[src/sv/brb_pkg.sv]
`timescale 1ns / 1ps

package brb_pkg;

  // Field widths of the request and result channels
  localparam int CMD_W  = 3;
  localparam int BYTE_W = 8;
  localparam int LEN_W  = 10;
  localparam int ST_W   = 2;

  typedef enum logic [CMD_W-1:0] {
    CMD_ENQ    = 3'd0,
    CMD_DEQ    = 3'd1,
    CMD_PEEK   = 3'd2,
    CMD_SKIP   = 3'd3,
    CMD_COMMIT = 3'd4,
    CMD_CLEAR  = 3'd5,
    CMD_STATUS = 3'd6,
    CMD_NOP    = 3'd7
  } cmd_t;

  localparam logic [ST_W-1:0] ST_OK       = 2'd0;
  localparam logic [ST_W-1:0] ST_NO_SPACE = 2'd1;
  localparam logic [ST_W-1:0] ST_NO_DATA  = 2'd2;

  typedef enum logic [1:0] {
    S_IDLE,
    S_RD_ADDR,
    S_RD_DATA
  } state_t;

  // Controller to datapath
  typedef struct packed {
    logic accept;    // request taken this cycle
    logic rd_issue;  // read byte store at read cursor
    logic rd_emit;   // load result register with the byte read
    logic out_load;  // result register takes a new result
  } ctrl_t;

  // Datapath to controller
  typedef struct packed {
    logic single;    // current request gives one immediate result
    logic run;       // current request starts a byte read run
    logic rd_last;   // byte at read cursor is the final one of the run
  } stat_t;

endpackage

[src/sv/brb_ctrl.sv]
`timescale 1ns / 1ps

module brb_ctrl (
  input  logic           clk,
  input  logic           rst,
  input  logic           in_valid,
  output logic           in_stall,
  output logic           out_valid,
  input  logic           out_stall,
  input  brb_pkg::stat_t stat,
  output brb_pkg::ctrl_t ctrl
);

  brb_pkg::state_t state;
  brb_pkg::state_t state_next;
  logic            out_valid_next;
  logic            out_free;

  assign out_free = !out_valid || !out_stall;

  always_comb begin
    state_next = state;
    case (state)
      brb_pkg::S_IDLE: begin
        if (ctrl.accept && stat.run) begin
          state_next = brb_pkg::S_RD_ADDR;
        end
      end
      brb_pkg::S_RD_ADDR: begin
        state_next = brb_pkg::S_RD_DATA;
      end
      brb_pkg::S_RD_DATA: begin
        if (out_free) begin
          state_next = stat.rd_last ? brb_pkg::S_IDLE : brb_pkg::S_RD_ADDR;
        end
      end
      default: begin
        state_next = brb_pkg::S_IDLE;
      end
    endcase
  end

  always_comb begin
    in_stall      = 1'b1;
    ctrl.accept   = 1'b0;
    ctrl.rd_issue = 1'b0;
    ctrl.rd_emit  = 1'b0;
    case (state)
      brb_pkg::S_IDLE: begin
        in_stall    = !out_free;
        ctrl.accept = in_valid && out_free;
      end
      brb_pkg::S_RD_ADDR: begin
        ctrl.rd_issue = 1'b1;
      end
      brb_pkg::S_RD_DATA: begin
        ctrl.rd_emit = out_free;
      end
      default: begin
        in_stall = 1'b1;
      end
    endcase
    ctrl.out_load = (ctrl.accept && stat.single) || ctrl.rd_emit;
  end

  // Hold a stalled result, drop it once taken
  assign out_valid_next = ctrl.out_load ? 1'b1 : (out_free ? 1'b0 : out_valid);

  always_ff @(posedge clk) begin
    if (rst) begin
      state     <= brb_pkg::S_IDLE;
      out_valid <= 1'b0;
    end else begin
      state     <= state_next;
      out_valid <= out_valid_next;
    end
  end

endmodule

[config.mk]
export PLATFORM = sky130hd
export DESIGN_NAME = brb_ctrl
export DESIGN_NICKNAME = d
export VERILOG_FILES = /design/src/sv/brb_pkg.sv /design/src/sv/brb_ctrl.sv
export SDC_FILE = /design/constraint.sdc
export NUM_CORES = 1
export LEC_CHECK = 0
export BUFFER_PORTS_ARGS = -buffer_cell sky130_fd_sc_hd__buf_2
export CORE_AREA = 2 2 39 41
export DETAILED_ROUTE_END_ITERATION = 10
export DIE_AREA = 0 0 41 43
export PLACE_DENSITY = 0.42
export RECOVER_POWER = 25
export SYNTH_ARGS = -nofsm -noshare
export SYNTH_HDL_FRONTEND = slang
export SYNTH_SLANG_ARGS = --single-unit
[constraint.sdc]
create_clock -name clk -period 0.8 [get_ports clk]
set_input_delay 0.16 -clock clk [delete_from_list [all_inputs] [get_ports clk]]
set_output_delay 0.16 -clock clk [all_outputs]
set_load 0.1 [all_outputs]
## Word level (Yosys, flattened, before mapping)

Index checks and enable logic that the tools add are counted.

- Register bits after elaboration: 3
- Input port bits: 7
- Output and inout bits: 6
- Logic and storage cells: 27

- Equality and inequality tests: 4
- Multiplexer cells: 10
- Reductions and logical operators: 11

Operator list:

| operator | count |
|---|---|
| $mux W1 | 7 |
| $pmux W2 S3 | 1 |
| $mux W2 | 2 |
| $ne A2 B2 Y1 const B | 2 |
| $logic_and A1 B1 Y1 | 3 |
| $logic_not A1 Y1 | 3 |
| $eq A2 B1 Y1 const B | 1 |
| $eq A2 B2 Y1 const B | 1 |
| $logic_not A2 Y1 | 1 |
| $logic_or A1 B1 Y1 | 2 |
| $reduce_and A2 Y1 | 1 |
| $reduce_bool A2 Y1 | 1 |

## Longest topological paths before layout

- Depth after elaboration: 7
- Depth in mapped cells: 3
- Gate-level depth less buffers: 2

## Least setup slack after synthesis

OpenSTA, ideal clock, no wires.

- Path type: reg-to-output
- From: register out_valid
- To: output ctrl[3] (netlist bit)
- Data arrival time: 2222 ps
- Data required time: 640 ps
- Setup slack: -1582 ps
- Cell stages (with the launch flop): 3
- Buffers on the path: 0
- Path through: dfxtp_1 a21o_1 nor3b_2

RTL lines:

| what | line | text |
|---|---|---|
| from (decl) | brb_ctrl.sv:8 | `output logic out_valid,` |
| from (signal assigned) | brb_ctrl.sv:75 | `out_valid <= out_valid_next;` |
| to (decl) | brb_ctrl.sv:11 | `output brb_pkg::ctrl_t ctrl` |

==> metrics <==
max-slew violation count 0; TritonCTS buffer count 3; Wirelength per Cell 10.6 um; post-synthesis adder-cell area fraction 0; Worst-Margin Slew 0.188 ns; Worst Setup End Kind primary output; area of the die 1760 um2; WS Path Type reg -> out; Sw Ratio 0.390; crit path max fanout 4; Ys Warns 0; Fin Clk Skew 0.00323 ns; slowest CP cell dfxtp_4; failing checks negative setup slack; Pint 563 uW; RSZ-0062 raised after global routing yes; CP max stage delay 0.36 ns; Mapped Nets 28; Avg Cell Area, Syn 8.94 um2; relative slew slack 0.875; crit path launch state[0]; Critical Path AT 1.21 ns; Max Root-Sink Buffers 2; DPL Wire Length 454 um; #FFs+latches synth 3; Seq/Total Area, Yosys 0.320; final worst-path cycle share 1.71; Logic pwr share 0.525; routability cong. 0.622; port bufs 12; Post-synth top flop dfxtp_1; Die Wd 41 um; Hold WS 0.162 ns; Area after DPL 448 um2; Synth cell types 13; initial core utilization 0.136; worst slack at placement -0.327 ns; list of most frequent post-synthesis cells a21oi_1 (3), dfxtp_1 (3), nand2b_1 (3), buf_4 (2), nand3b_1 (2); min cycle time layout 1.37 ns; xor/xnor share of the synthesized area 0; synthesized area 188 um2; # diodes 0; hold path startpoint rst; Final WS setup -0.569 ns; Hold Path Depth 2; Post-CTS Hold Buffers 0; Lkg Pwr 0.000266 uW; NumNets Final 60; post-synthesis mux area share 0; number of synthesized flops with an enable pin 0; critical-path cell list a21o_4 -> nor3b_4 -> buf_12; total track usage 0.0872; hold-critical path endpoint state[1]; Setup TNS -3.43 ns; htree depth 1; area growth from synthesis to layout 221%; Hold Violations, Final 0; Rows 14; DRC 0; R2R setup slack -0.19 ns; worst reg-to-reg path cell count 4; Vias 272; Net Switching 360 uW; largest vdd supply drop 576 uV; total congestion overflow 0; share of synthesized registers carrying an async set or reset 0; Post-Synth Simple-Gate Area 0.353; CP bufs+invs 1; first-pass GRT wire length 952 um; clock sinks 3; clk_lat worst skew 0.23 ns; power share of the clock group 0.292; Die H 43 um; CP startpoint kind flip-flop; CTS tree yes; largest net degree at the start of global routing 6; Synth Area in Compound Gates 0.227; status complete, but fails checks; Reg-to-Reg End state[1]; main combinational cell family by area after synthesis simple AND/OR/NAND/NOR gates; CTS root buf clkbuf_4; Reg clk slew, reported paths 0.04 ns; Cell Pwr Density 1530 nW/um2; vias per cell 4.00; layout cell share with drive strength beyond 1 0.904; final setup fails 9; DR pass1 iterations 3; Gate Count Post-Synth 21; antenna viol nets, final 0; number of global-route vias before repair 258; Crit path max-delay family flip-flops; reg-to-reg critical path startpoint state[0]; maximum clock frequency 0.731 GHz; core area 1380 um2; Reg power frac 0.182; drt initial violations 2; Yosys top cell area share 0.320; Crit path depth 3; Hold Path Class in -> reg; Ports 13; Routed WL 724 um; Yosys top cell by area dfxtp_1; # Max-Cap Violations 0; final design area excluding fillers 602 um2; Worst Path Required 0.64 ns; Area contributors post-synth dfxtp_1 (32%), nand2b_1 (10%), a21oi_1 (8.0%), buf_4 (8.0%), nand3b_1 (8.0%); initial antenna violation count 0
-- worst reg2reg max path, cell delays in order (launching register included) --
cell and delay, ns:
dfxtp_4 0.36, buf_6 0.12, buf_6 0.11, nand4b_1 0.19, a21oi_2 0.15
-- sequential cells by signal, summed over array words and instances, names as in the netlist --
name,count
state,2
out_valid,1
-- cells by family after synthesis --
kind of cell | after synthesis
flip-flops | 3
buffers and inverters | 3
AO/OA/AOI/OAI | 6
AND/OR/NAND/NOR | 9
-- what timing repair did --
| action | 4_1_cts | 5_1_grt |
|---|---|---|
| setup buffers | 6 | 4 |
| cloned | 0 | 0 |
| setup endpoints to repair | 9 | 9 |
| resized for setup | 7 | 12 |
| pin swaps | 2 | 4 |
-- cell type report --
class / count / area (um2)
multi-input combinational: 15 / 174
fill: 140 / 782
timing repair buffer: 29 / 304
sequential: 3 / 71.3
tap: 16 / 20.0
inverter: 1 / 6.26
clock buffer: 4 / 26.3
-- cells in the final DEF (no fill, tap or decap) --
| cell | count |
|---|---|
| nand4b_1 | 1 |
| buf_2 | 6 |
| buf_4 | 10 |
| and2_4 | 1 |
| a21o_4 | 1 |
| buf_6 | 7 |
| nand2b_1 | 1 |
| clkbuf_4 | 3 |
| nand3b_1 | 2 |
| a21oi_4 | 1 |
| inv_4 | 1 |
| a21oi_2 | 2 |
| nor2_2 | 1 |
| a211oi_2 | 1 |
| nor3b_4 | 1 |
| nand2b_4 | 2 |
| o31ai_4 | 1 |
| clkbuf_1 | 1 |
| dfxtp_4 | 3 |
| buf_12 | 6 |
-- metal layers --
layer | share of wire | GRT usage
met3 | 0.097 | 0.0471
met1 | 0.34 | 0.0671
met2 | 0.56 | 0.141
met5 | 0 | 0
met4 | 0 | 0.0800
-- stage by stage --
stage | util | power, uW | instances
after detailed placement | 0.324 | 576 | 57
after CTS | 0.387 | 901 | 66
after global routing | 0.435 | 977 | 68
after floorplan | - | 418 | 21
final | 0.435 | 923 | 68
after global placement | 0.324 | 575 | 57
-- power groups by stage --
stage | Sequential, uW | Combinational [uW] | Clock (uW)
floorplan | 198 | 219 | 0
global placement | 169 | 407 | 0
detailed placement | 169 | 407 | 0
CTS | 165 | 441 | 295
global route | 169 | 505 | 303
finish | 168 | 485 | 270
-- how the worst max path moves through the flow --
stage	end
finish	ctrl[3]
floorplan	ctrl[3]
global placement	ctrl[0]
detailed placement	ctrl[3]
global route	ctrl[3]
CTS	ctrl[3]
No activity file was read; power rests on OpenSTA's default activity.
